## src/rtl/core/i2cmbs_pkg.sv

```systemverilog
// package for the i2c master bit sequencer
// holds command codes, register indexes, reset values and the phase type
// no dependencies
`timescale 1ns / 1ps

package i2cmbs_pkg;

  // command codes carried by the kind field
  localparam logic [2:0] KindTick    = 3'd0;
  localparam logic [2:0] KindStart   = 3'd1;
  localparam logic [2:0] KindStop    = 3'd2;
  localparam logic [2:0] KindWrite   = 3'd3;
  localparam logic [2:0] KindRead    = 3'd4;
  localparam logic [2:0] KindWaitAck = 3'd5;

  // register index, taken from paddr[2]
  localparam logic CfgHalfPeriod = 1'b0;
  localparam logic CfgAckTimeout = 1'b1;

  localparam int unsigned HalfPeriodW = 8;
  localparam int unsigned AckTimeoutW = 10;
  localparam int unsigned ApbDataW    = 32;
  localparam int unsigned ApbAddrW    = 3;

  localparam logic [HalfPeriodW-1:0] HalfPeriodRst = 8'd4;
  localparam logic [AckTimeoutW-1:0] AckTimeoutRst = 10'd250;

  // command sequencer phases, one-hot
  typedef enum logic [14:0] {
    PhIdle   = 15'b000000000000001,
    PhStA    = 15'b000000000000010,
    PhStB    = 15'b000000000000100,
    PhSpA    = 15'b000000000001000,
    PhSpB    = 15'b000000000010000,
    PhWrSet  = 15'b000000000100000,
    PhWrHigh = 15'b000000001000000,
    PhWrLow  = 15'b000000010000000,
    PhRdLow  = 15'b000000100000000,
    PhRdHigh = 15'b000001000000000,
    PhAkLow  = 15'b000010000000000,
    PhAkHigh = 15'b000100000000000,
    PhWaRel  = 15'b001000000000000,
    PhWaHigh = 15'b010000000000000,
    PhWaPoll = 15'b100000000000000
  } phase_e;

endpackage

```

## src/rtl/core/i2c_master_bit_sequencer.sv

```systemverilog
// top level of the i2c master bit sequencer
// depends on i2cmbs_pkg for command codes, register indexes and the phase type
`timescale 1ns / 1ps

// i2c master line sequencer driven by time ticks. every input transaction is
// one tick: it carries the sampled sda level and, while the sequencer is idle,
// a command (start, stop, write byte msb first, read byte then ack/nack, or
// wait for the slave ack). every input transaction gives exactly one output
// transaction holding the scl level, sda level and drive enable, busy, a done
// pulse, the last received byte and the ack failure flag, all as they stand
// after that tick. the block takes one tick per clock cycle while the result
// channel is not stalled: an input register feeds the sequencer, whose update
// lands in the state and result registers, where a result stands until taken.
// while a result is stalled one more tick can be held in the input register.
// half_period_ticks (address 0) sets the hold per line change and ack_timeout
// (address 4) the number of high polls tolerated by wait-ack; both should be
// written only while no tick is in flight.
// there is no clearing pass after reset.
module i2c_master_bit_sequencer
  import i2cmbs_pkg::*;
(
  input  logic                clk_i,
  input  logic                rst_ni,

  // apb configuration port
  input  logic                psel,
  input  logic                penable,
  input  logic                pwrite,
  input  logic [ApbAddrW-1:0] paddr,
  input  logic [ApbDataW-1:0] pwdata,
  output logic [ApbDataW-1:0] prdata,
  output logic                pready,

  // tick input channel
  input  logic                in_valid_i,
  output logic                in_stall_o,
  input  logic [2:0]          kind_i,
  input  logic [7:0]          data_byte_i,
  input  logic                send_ack_i,
  input  logic                sda_in_i,

  // result channel
  output logic                out_valid_o,
  input  logic                out_stall_i,
  output logic                scl_level_o,
  output logic                sda_level_o,
  output logic                sda_drive_o,
  output logic                busy_res_o,
  output logic                done_res_o,
  output logic [7:0]          rx_byte_o,
  output logic                ack_fail_o
);

  // configuration registers
  logic [HalfPeriodW-1:0] half_period_q;
  logic [AckTimeoutW-1:0] ack_timeout_q;
  logic                   cfg_wr;

  // input register
  logic       in_valid_q;
  logic [2:0] kind_q;
  logic [7:0] data_q;
  logic       send_ack_q;
  logic       sda_q;

  // sequencer state, which doubles as the result register
  phase_e     phase_q, phase_d;
  logic [7:0] timer_q, timer_d;
  logic [2:0] bit_cnt_q, bit_cnt_d;
  logic [7:0] shift_q, shift_d;
  logic [AckTimeoutW-1:0] poll_q, poll_d;
  logic       scl_q, scl_d;
  logic       sda_lvl_q, sda_lvl_d;
  logic       drv_q, drv_d;
  logic       ack_flag_q, ack_flag_d;
  logic       ack_choice_q, ack_choice_d;
  logic [7:0] rx_q, rx_d;
  logic       done_q, done_d;
  logic       out_valid_q;

  logic       in_accept;
  logic       advance;
  logic       fire;
  logic [7:0] hold;

  // ---------------------------------------------------------------------------
  // apb port: writes land on the access cycle, reads are combinational
  // ---------------------------------------------------------------------------
  assign pready = 1'b1;
  assign cfg_wr = psel & penable & pwrite & pready;

  always_ff @(posedge clk_i or negedge rst_ni) begin
    if (!rst_ni) begin
      half_period_q <= HalfPeriodRst;
      ack_timeout_q <= AckTimeoutRst;
    end else if (cfg_wr) begin
      unique case (paddr[2])
        CfgHalfPeriod: half_period_q <= pwdata[HalfPeriodW-1:0];
        CfgAckTimeout: ack_timeout_q <= pwdata[AckTimeoutW-1:0];
        default: ;
      endcase
    end
  end

  always_comb begin
    unique case (paddr[2])
      CfgHalfPeriod: prdata = {{(ApbDataW-HalfPeriodW){1'b0}}, half_period_q};
      CfgAckTimeout: prdata = {{(ApbDataW-AckTimeoutW){1'b0}}, ack_timeout_q};
      default:       prdata = '0;
    endcase
  end

  // ---------------------------------------------------------------------------
  // flow control: the sequencer steps when a tick sits in the input register
  // and the result register is free or being drained this cycle
  // ---------------------------------------------------------------------------
  assign advance    = !out_valid_q || !out_stall_i;
  assign fire       = in_valid_q && advance;
  assign in_stall_o = in_valid_q && !advance;
  assign in_accept  = in_valid_i && !in_stall_o;

  always_ff @(posedge clk_i or negedge rst_ni) begin
    if (!rst_ni) begin
      in_valid_q <= 1'b0;
    end else if (in_accept) begin
      in_valid_q <= 1'b1;
    end else if (advance) begin
      in_valid_q <= 1'b0;
    end
  end

  always_ff @(posedge clk_i) begin
    if (in_accept) begin
      kind_q     <= kind_i;
      data_q     <= data_byte_i;
      send_ack_q <= send_ack_i;
      sda_q      <= sda_in_i;
    end
  end

  always_ff @(posedge clk_i or negedge rst_ni) begin
    if (!rst_ni) begin
      out_valid_q <= 1'b0;
    end else if (fire) begin
      out_valid_q <= 1'b1;
    end else if (!out_stall_i) begin
      out_valid_q <= 1'b0;
    end
  end

  // a zero half period behaves as one tick
  assign hold = (half_period_q == '0) ? 8'd1 : half_period_q;

  // ---------------------------------------------------------------------------
  // sequencer next state for one tick
  // ---------------------------------------------------------------------------
  always_comb begin
    phase_d      = phase_q;
    timer_d      = timer_q;
    bit_cnt_d    = bit_cnt_q;
    shift_d      = shift_q;
    poll_d       = poll_q;
    scl_d        = scl_q;
    sda_lvl_d    = sda_lvl_q;
    drv_d        = drv_q;
    ack_flag_d   = ack_flag_q;
    ack_choice_d = ack_choice_q;
    rx_d         = rx_q;
    done_d       = 1'b0;

    if (phase_q == PhIdle) begin
      // commands are only looked at while idle
      unique case (kind_q)
        KindStart: begin
          scl_d     = 1'b1;
          sda_lvl_d = 1'b1;
          drv_d     = 1'b1;
          phase_d   = PhStA;
          timer_d   = hold;
        end
        KindStop: begin
          scl_d     = 1'b0;
          sda_lvl_d = 1'b0;
          drv_d     = 1'b1;
          phase_d   = PhSpA;
          timer_d   = hold;
        end
        KindWrite: begin
          bit_cnt_d = '0;
          scl_d     = 1'b0;
          sda_lvl_d = data_q[7];
          drv_d     = 1'b1;
          shift_d   = {data_q[6:0], 1'b0};
          phase_d   = PhWrSet;
          timer_d   = hold;
        end
        KindRead: begin
          ack_choice_d = send_ack_q;
          bit_cnt_d    = '0;
          shift_d      = '0;
          scl_d        = 1'b0;
          drv_d        = 1'b0;
          phase_d      = PhRdLow;
          timer_d      = hold;
        end
        KindWaitAck: begin
          ack_flag_d = 1'b0;
          poll_d     = '0;
          sda_lvl_d  = 1'b1;
          drv_d      = 1'b0;
          phase_d    = PhWaRel;
          timer_d    = 8'd1;
        end
        default: ;
      endcase
    end else if (phase_q == PhWaPoll) begin
      // one sda poll per tick
      if (!sda_q) begin
        scl_d      = 1'b0;
        sda_lvl_d  = 1'b1;
        drv_d      = 1'b0;
        ack_flag_d = 1'b0;
        phase_d    = PhIdle;
        timer_d    = '0;
        done_d     = 1'b1;
      end else if (poll_q >= ack_timeout_q) begin
        // give up: flag failure and run a stop
        ack_flag_d = 1'b1;
        scl_d      = 1'b0;
        sda_lvl_d  = 1'b0;
        drv_d      = 1'b1;
        phase_d    = PhSpA;
        timer_d    = hold;
      end else begin
        poll_d = poll_q + 1'b1;
      end
    end else if (timer_q > 8'd1) begin
      timer_d = timer_q - 8'd1;
    end else begin
      unique case (phase_q)
        PhStA: begin
          sda_lvl_d = 1'b0;
          drv_d     = 1'b1;
          scl_d     = 1'b1;
          phase_d   = PhStB;
          timer_d   = hold;
        end
        PhStB: begin
          scl_d     = 1'b0;
          sda_lvl_d = 1'b0;
          drv_d     = 1'b1;
          phase_d   = PhIdle;
          timer_d   = '0;
          done_d    = 1'b1;
        end
        PhSpA: begin
          scl_d     = 1'b1;
          sda_lvl_d = 1'b1;
          drv_d     = 1'b1;
          phase_d   = PhSpB;
          timer_d   = hold;
        end
        PhWrSet: begin
          scl_d   = 1'b1;
          phase_d = PhWrHigh;
          timer_d = hold;
        end
        PhWrHigh: begin
          scl_d   = 1'b0;
          phase_d = PhWrLow;
          timer_d = hold;
        end
        PhWrLow: begin
          if (bit_cnt_q == 3'd7) begin
            bit_cnt_d = '0;
            phase_d   = PhIdle;
            timer_d   = '0;
            done_d    = 1'b1;
          end else begin
            bit_cnt_d = bit_cnt_q + 3'd1;
            scl_d     = 1'b0;
            sda_lvl_d = shift_q[7];
            drv_d     = 1'b1;
            shift_d   = {shift_q[6:0], 1'b0};
            phase_d   = PhWrSet;
            timer_d   = hold;
          end
        end
        PhRdLow: begin
          scl_d   = 1'b1;
          phase_d = PhRdHigh;
          timer_d = hold;
        end
        PhRdHigh: begin
          // sample at the end of the high hold
          shift_d = {shift_q[6:0], sda_q};
          if (bit_cnt_q == 3'd7) begin
            bit_cnt_d = '0;
            scl_d     = 1'b0;
            sda_lvl_d = ~ack_choice_q;
            drv_d     = 1'b1;
            phase_d   = PhAkLow;
          end else begin
            bit_cnt_d = bit_cnt_q + 3'd1;
            scl_d     = 1'b0;
            phase_d   = PhRdLow;
          end
          timer_d = hold;
        end
        PhAkLow: begin
          scl_d   = 1'b1;
          phase_d = PhAkHigh;
          timer_d = hold;
        end
        PhAkHigh: begin
          scl_d   = 1'b0;
          rx_d    = shift_q;
          phase_d = PhIdle;
          timer_d = '0;
          done_d  = 1'b1;
        end
        PhWaRel: begin
          scl_d   = 1'b1;
          phase_d = PhWaHigh;
          timer_d = 8'd1;
        end
        PhWaHigh: begin
          phase_d = PhWaPoll;
          timer_d = '0;
        end
        default: begin
          // end of stop, and any stray code, finishes the command
          phase_d = PhIdle;
          timer_d = '0;
          done_d  = 1'b1;
        end
      endcase
    end
  end

  always_ff @(posedge clk_i or negedge rst_ni) begin
    if (!rst_ni) begin
      phase_q      <= PhIdle;
      timer_q      <= '0;
      bit_cnt_q    <= '0;
      shift_q      <= '0;
      poll_q       <= '0;
      scl_q        <= 1'b1;
      sda_lvl_q    <= 1'b1;
      drv_q        <= 1'b1;
      ack_flag_q   <= 1'b0;
      ack_choice_q <= 1'b0;
      rx_q         <= '0;
      done_q       <= 1'b0;
    end else if (fire) begin
      phase_q      <= phase_d;
      timer_q      <= timer_d;
      bit_cnt_q    <= bit_cnt_d;
      shift_q      <= shift_d;
      poll_q       <= poll_d;
      scl_q        <= scl_d;
      sda_lvl_q    <= sda_lvl_d;
      drv_q        <= drv_d;
      ack_flag_q   <= ack_flag_d;
      ack_choice_q <= ack_choice_d;
      rx_q         <= rx_d;
      done_q       <= done_d;
    end
  end

  // state only moves on a step, so it stands as the result while stalled
  assign out_valid_o = out_valid_q;
  assign scl_level_o = scl_q;
  assign sda_level_o = sda_lvl_q;
  assign sda_drive_o = drv_q;
  assign busy_res_o  = (phase_q != PhIdle);
  assign done_res_o  = done_q;
  assign rx_byte_o   = rx_q;
  assign ack_fail_o  = ack_flag_q;

`ifndef SYNTHESIS
  // a done pulse is only reported once the sequencer is back to idle
  a_done_idle: assert property (@(posedge clk_i) disable iff (!rst_ni)
    (out_valid_q && done_q) |-> (phase_q == PhIdle))
    else $error("done reported while a command is still running");

  // the bit counter is cleared whenever a command has finished
  a_idle_bitcnt: assert property (@(posedge clk_i) disable iff (!rst_ni)
    (phase_q == PhIdle) |-> (bit_cnt_q == '0))
    else $error("bit counter left non-zero at idle");

  // every timed phase carries a live hold count
  a_timer_live: assert property (@(posedge clk_i) disable iff (!rst_ni)
    ((phase_q != PhIdle) && (phase_q != PhWaPoll)) |-> (timer_q != '0))
    else $error("timed phase with a zero hold count");

  // a stalled result freezes the sequencer
  a_stall_freeze: assert property (@(posedge clk_i) disable iff (!rst_ni)
    (out_valid_q && out_stall_i) |=> (out_valid_q && $stable(phase_q)
      && $stable(timer_q)))
    else $error("sequencer moved while its result was stalled");
`endif

endmodule
```

## config.mk

```make
export PLATFORM = sky130hd
export DESIGN_NAME = i2c_master_bit_sequencer
export DESIGN_NICKNAME = d
export VERILOG_FILES = /design/src/rtl/core/i2cmbs_pkg.sv /design/src/rtl/core/i2c_master_bit_sequencer.sv
export SDC_FILE = /design/constraint.sdc
export NUM_CORES = 1
export LEC_CHECK = 0
export BUFFER_PORTS_ARGS = -buffer_cell sky130_fd_sc_hd__buf_2
export CORE_UTILIZATION = 39
export CTS_CLUSTER_SIZE = 10
export DETAILED_ROUTE_END_ITERATION = 8
export GPL_TIMING_DRIVEN = 0
export PLACE_DENSITY = 0.7
export SLEW_MARGIN = 15
export SYNTH_ARGS = -nofsm -noshare
export SYNTH_HDL_FRONTEND = slang
export SYNTH_SLANG_ARGS = --single-unit
```

## constraint.sdc

```tcl
create_clock -name clk_i -period 2.81 [get_ports clk_i]
set_input_delay 0.4215 -clock clk_i [delete_from_list [all_inputs] [get_ports clk_i]]
set_output_delay 0.4215 -clock clk_i [all_outputs]
set_load 0.01 [all_outputs]
```

==> out/summary.json <==
{
  "worst_path_most_repeated_cell": {"value": "sky130_fd_sc_hd__or4_4"},
  "cts-htree-levels": {"value": 3},
  "reg2reg_from": {"value": "phase_q[4]"},
  "route.detailed.drc": {"value": 0},
  "ff2ff_setup_slack": {"value": -0.05, "unit": "ns"},
  "worst_setup_skew_after_layout": {"value": 0.0107, "unit": "ns"},
  "fin_crit": {"value": 2.86, "unit": "ns"},
  "tightest_slew": {"value": 0.581, "unit": "ns"},
  "layout-drive-gt1-share": {"value": 0.359},
  "cts_tree": {"value": "built"},
  "grt_pass1_wl": {"value": 22500, "unit": "microns"},
  "synth_seq_cells": {"value": 91},
  "groute.usage.overall": {"value": 0.200},
  "total_leakage_power": {"value": 3.14, "unit": "nW"},
  "cpMaxStageDelayCell": {"value": "sky130_fd_sc_hd__or4_4"},
  "finalCritPeriodShare": {"value": 1.02},
  "numCtsBuffers": {"value": 9},
  "async_flop_share": {"value": 0.857},
  "finish.net_count": {"value": 733},
  "internal-power": {"value": 2.93, "unit": "mW"},
  "area.growth.synth_to_final": {"value": 27.4, "unit": "%"},
  "worst_r2r_path_depth": {"value": 8},
  "grt_start_max_net_pins": {"value": 41},
  "total_switching_power": {"value": 1.53, "unit": "mW"},
  "timing.critical_path.required": {"value": 3.05, "unit": "ns"},
  "initialDrtViolationCount": {"value": 311},
  "antenna_violations_before_repair": {"value": 0},
  "synth_enable_flop_cells": {"value": 13},
  "routed_len_inst": {"value": 16.6, "unit": "microns"},
  "routed-wl-met2": {"value": 6820, "unit": "microns"},
  "boundaryPins": {"value": 104},
  "synth_top_flop_cell": {"value": "sky130_fd_sc_hd__dfrtp_1"},
  "power.ir.vdd_worst": {"value": 0.000292, "unit": "V"},
  "path_cells": {"value": "or4_4 > or4_4 > o21ai_4 > o41ai_2 > or3_1 > buf_6 > buf_4 > mux2_2"},
  "pwr-share-seq": {"value": 0.394},
  "dp_hpwl": {"value": 9600, "unit": "microns"},
  "design.core.area": {"value": 13200, "unit": "sq um"},
  "met3_wirelength": {"value": 727, "unit": "microns"},
  "drt_first_pass_iters": {"value": 5},
  "power_per_cell_area": {"value": 660, "unit": "nW/um^2"},
  "die-area": {"value": 14100, "unit": "sq um"},
  "synth.distinct_cells": {"value": 64},
  "worst_setup_path_start_kind": {"value": "flop"},
  "cts.clk_slew.worst_paths": {"value": 0.07, "unit": "ns"},
  "placementRows": {"value": 42},
  "buffer_ports.inserted": {"value": 56},
  "floorplan.initialDensity": {"value": 0.400},
  "critical-path-max-stage-delay": {"value": 0.55, "unit": "ns"},
  "gp_congestion": {"value": 0.909},
  "yosysWarnings": {"value": 0},
  "via_count": {"value": 4641},
  "cell_area_after_synthesis": {"value": 5300, "unit": "sq um"},
  "grt_pass1_vias": {"value": 4483},
  "worst_path_fanout_max": {"value": 7},
  "dr.max_layer_used": {"value": "met4"},
  "cts.sinks": {"value": 91},
  "preCtsSetupSlack": {"value": -0.680, "unit": "ns"},
  "reg2reg_to": {"value": "phase_q[12]"},
  "layout_setup_ws": {"value": -0.0535, "unit": "ns"},
  "combinationalPowerShare": {"value": 0.320},
  "slew_headroom": {"value": 0.612},
  "critical_path_arrival": {"value": 3.10, "unit": "ns"},
  "report.final.hold_viol_count": {"value": 0},
  "finalSetupViolations": {"value": 6},
  "met1Wirelength": {"value": 6180, "unit": "microns"},
  "grt-ovfl-total": {"value": 0},
  "cts-root-buf": {"value": "sky130_fd_sc_hd__clkbuf_16"},
  "route.antenna.remaining_nets": {"value": 0},
  "dieWidth": {"value": 119, "unit": "microns"},
  "swShare": {"value": 0.343},
  "drv_slew": {"value": 0},
  "drt-total-wl": {"value": 14000, "unit": "microns"},
  "violated_checks": {"value": "setup timing"},
  "fmax": {"value": 349, "unit": "MHz"},
  "synthesis.area_per_instance": {"value": 9.83, "unit": "sq um"},
  "kind_of_path_behind_the_tightest_hold_check": {"value": "primary input to asynchronous set/reset pin"},
  "timing_worst_setup_path_type": {"value": "flop to flop"},
  "worst_setup_path_end_kind": {"value": "flop"},
  "timing.max_cap.violations": {"value": 0},
  "cts_buffer_depth": {"value": 2},
  "clkLatencyLatePin": {"value": 0.36, "unit": "ns"},
  "number_of_antenna_repair_diodes": {"value": 0},
  "run_status": {"value": "complete, but fails checks"},
  "p_clk_frac": {"value": 0.286},
  "rsz0062_at_grt": {"value": "true"},
  "die_y": {"value": 119, "unit": "microns"},
  "synth_sequential_area_ratio": {"value": 0.445},
  "syn-instance-count": {"value": 539},
  "post_drt_via_cell_ratio": {"value": 5.51},
  "final_util": {"value": 0.510}
}
power by group through the flow:
stage	Sequential, mW	Combinational, mW	Clock (mW)
detailed placement	1.75	1.17	0
global route	1.78	1.55	1.34
finish	1.76	1.43	1.27
CTS	1.75	1.24	1.28
floorplan	1.70	0.853	0
global placement	1.74	1.14	0
worst max-delay path by stage:
stage                    start          end  slack [ns]
floorplan           phase_q[5]  phase_q[11]       0.006
global placement    phase_q[9]    poll_q[7]       -0.66
detailed placement  phase_q[9]    poll_q[7]       -0.68
CTS                 phase_q[8]  phase_q[11]       -0.02
global route        phase_q[4]  phase_q[11]       -0.10
finish              phase_q[4]  phase_q[12]       -0.05
registers in the layout, indices dropped and copies added (netlist names):
register and count:
out_valid_o 1, shift_q 8, rx_byte_o 8, done_res_o 1, data_q 8, phase_q 15, in_valid_q 1, bit_cnt_q 3
sda_level_o 1, ack_fail_o 1, scl_level_o 1, kind_q 3, sda_drive_o 1, half_period_q 8, sda_q 1, ack_choice_q 1
ack_timeout_q 10, poll_q 10, timer_q 8, send_ack_q 1
routing by layer:
layer / up-vias / track usage
li1: 2164 / -
met1: 2279 / 0.264
met2: 171 / 0.322
met3: 27 / 0.0338
met4: 0 / 0.0862
met5: - / 0
layout make-up:
class | count | area, sq um
inverters | 22 | 82.6
clock buffers | 9 | 225
plain buffers | 46 | 317
repair buffers | 96 | 612
multi-input cells | 395 | 2850
clock inverters | 7 | 83.8
fillers | 1198 | 6490
flip-flops and latches | 91 | 2360
well taps | 176 | 220
per-stage QoR:
| stage | area (sq um) | TNS, ns | total power [mW] | std cells | hold WS [ns] |
|---|---|---|---|---|---|
| 2_1_floorplan | 5380 | 0 | 2.55 | 560 | 0.126 |
| 3_3_place_gp | 5880 | -18.93 | 2.88 | 792 | 0.461 |
| 3_5_place_dp | 5900 | -20.87 | 2.92 | 793 | 0.438 |
| 4_1_cts | 6450 | -0.0209 | 4.27 | 822 | 0.0632 |
| 5_1_grt | 6750 | -1.12 | 4.68 | 842 | 0.0758 |
| 6_report | 6750 | -0.179 | 4.46 | 842 | 0.0348 |
repair_timing:
item                       CTS  global route
buffers inserted            18            21
hold buffers                 0             0
setup endpoints to repair   57            39
gates resized for setup     28            31
pin swaps                   11            10
cells by family (layout without fill, tap and decap cells):
group,count (synthesis),count (layout),synth area share
other,2,23,0.00142
buffers and inverters,74,180,0.0748
XOR/XNOR,13,13,0.0215
AND/OR/NAND/NOR,196,196,0.200
flip-flops,91,91,0.445
adder cells (fa/ha/maj),17,17,0.0401
AO/OA/AOI/OAI,106,106,0.133
multiplexers,40,40,0.0850
synthesized netlist by cell type (13+ instances only):
cell / instances / area [sq um]
sky130_fd_sc_hd__o21ai_0: 29 / 145
sky130_fd_sc_hd__nand2_1: 46 / 173
sky130_fd_sc_hd__dfrtp_1: 67 / 1680
sky130_fd_sc_hd__clkbuf_1: 19 / 71.3
sky130_fd_sc_hd__a21oi_1: 25 / 125
sky130_fd_sc_hd__ha_1: 17 / 213
sky130_fd_sc_hd__nor2_1: 34 / 128
sky130_fd_sc_hd__nor3_1: 19 / 95.1
sky130_fd_sc_hd__edfxtp_1: 13 / 390
sky130_fd_sc_hd__nand3_1: 15 / 75.1
sky130_fd_sc_hd__inv_1: 21 / 78.8
sky130_fd_sc_hd__mux2_2: 40 / 450
sky130_fd_sc_hd__nor4_1: 13 / 81.3
sky130_fd_sc_hd__buf_4: 24 / 180
critical path: cells and delay by family, from the launching register on:
family	cells	cell delay, ns
AND/OR/NAND/NOR	3	1.41
flip-flops	1	0.46
AO/OA/AOI/OAI	2	0.31
buffers and inverters	2	0.29
multiplexers	1	0.26
cell usage in the layout (no fill, tap or decap), types with 12 or more instances in the layout:
cell type and instances:
sky130_fd_sc_hd__nor3_1 17, sky130_fd_sc_hd__and3_1 12, sky130_fd_sc_hd__mux2_2 40, sky130_fd_sc_hd__a21oi_1 22
sky130_fd_sc_hd__buf_4 63, sky130_fd_sc_hd__inv_1 21, sky130_fd_sc_hd__conb_1 23, sky130_fd_sc_hd__o21ai_0 29
sky130_fd_sc_hd__dfrtp_1 63, sky130_fd_sc_hd__buf_2 55, sky130_fd_sc_hd__nand3_1 15, sky130_fd_sc_hd__nand2_1 44
sky130_fd_sc_hd__nor2_1 33, sky130_fd_sc_hd__ha_1 15, sky130_fd_sc_hd__edfxtp_1 13, sky130_fd_sc_hd__clkbuf_1 12
No activity file was read; power rests on OpenSTA's default activity.
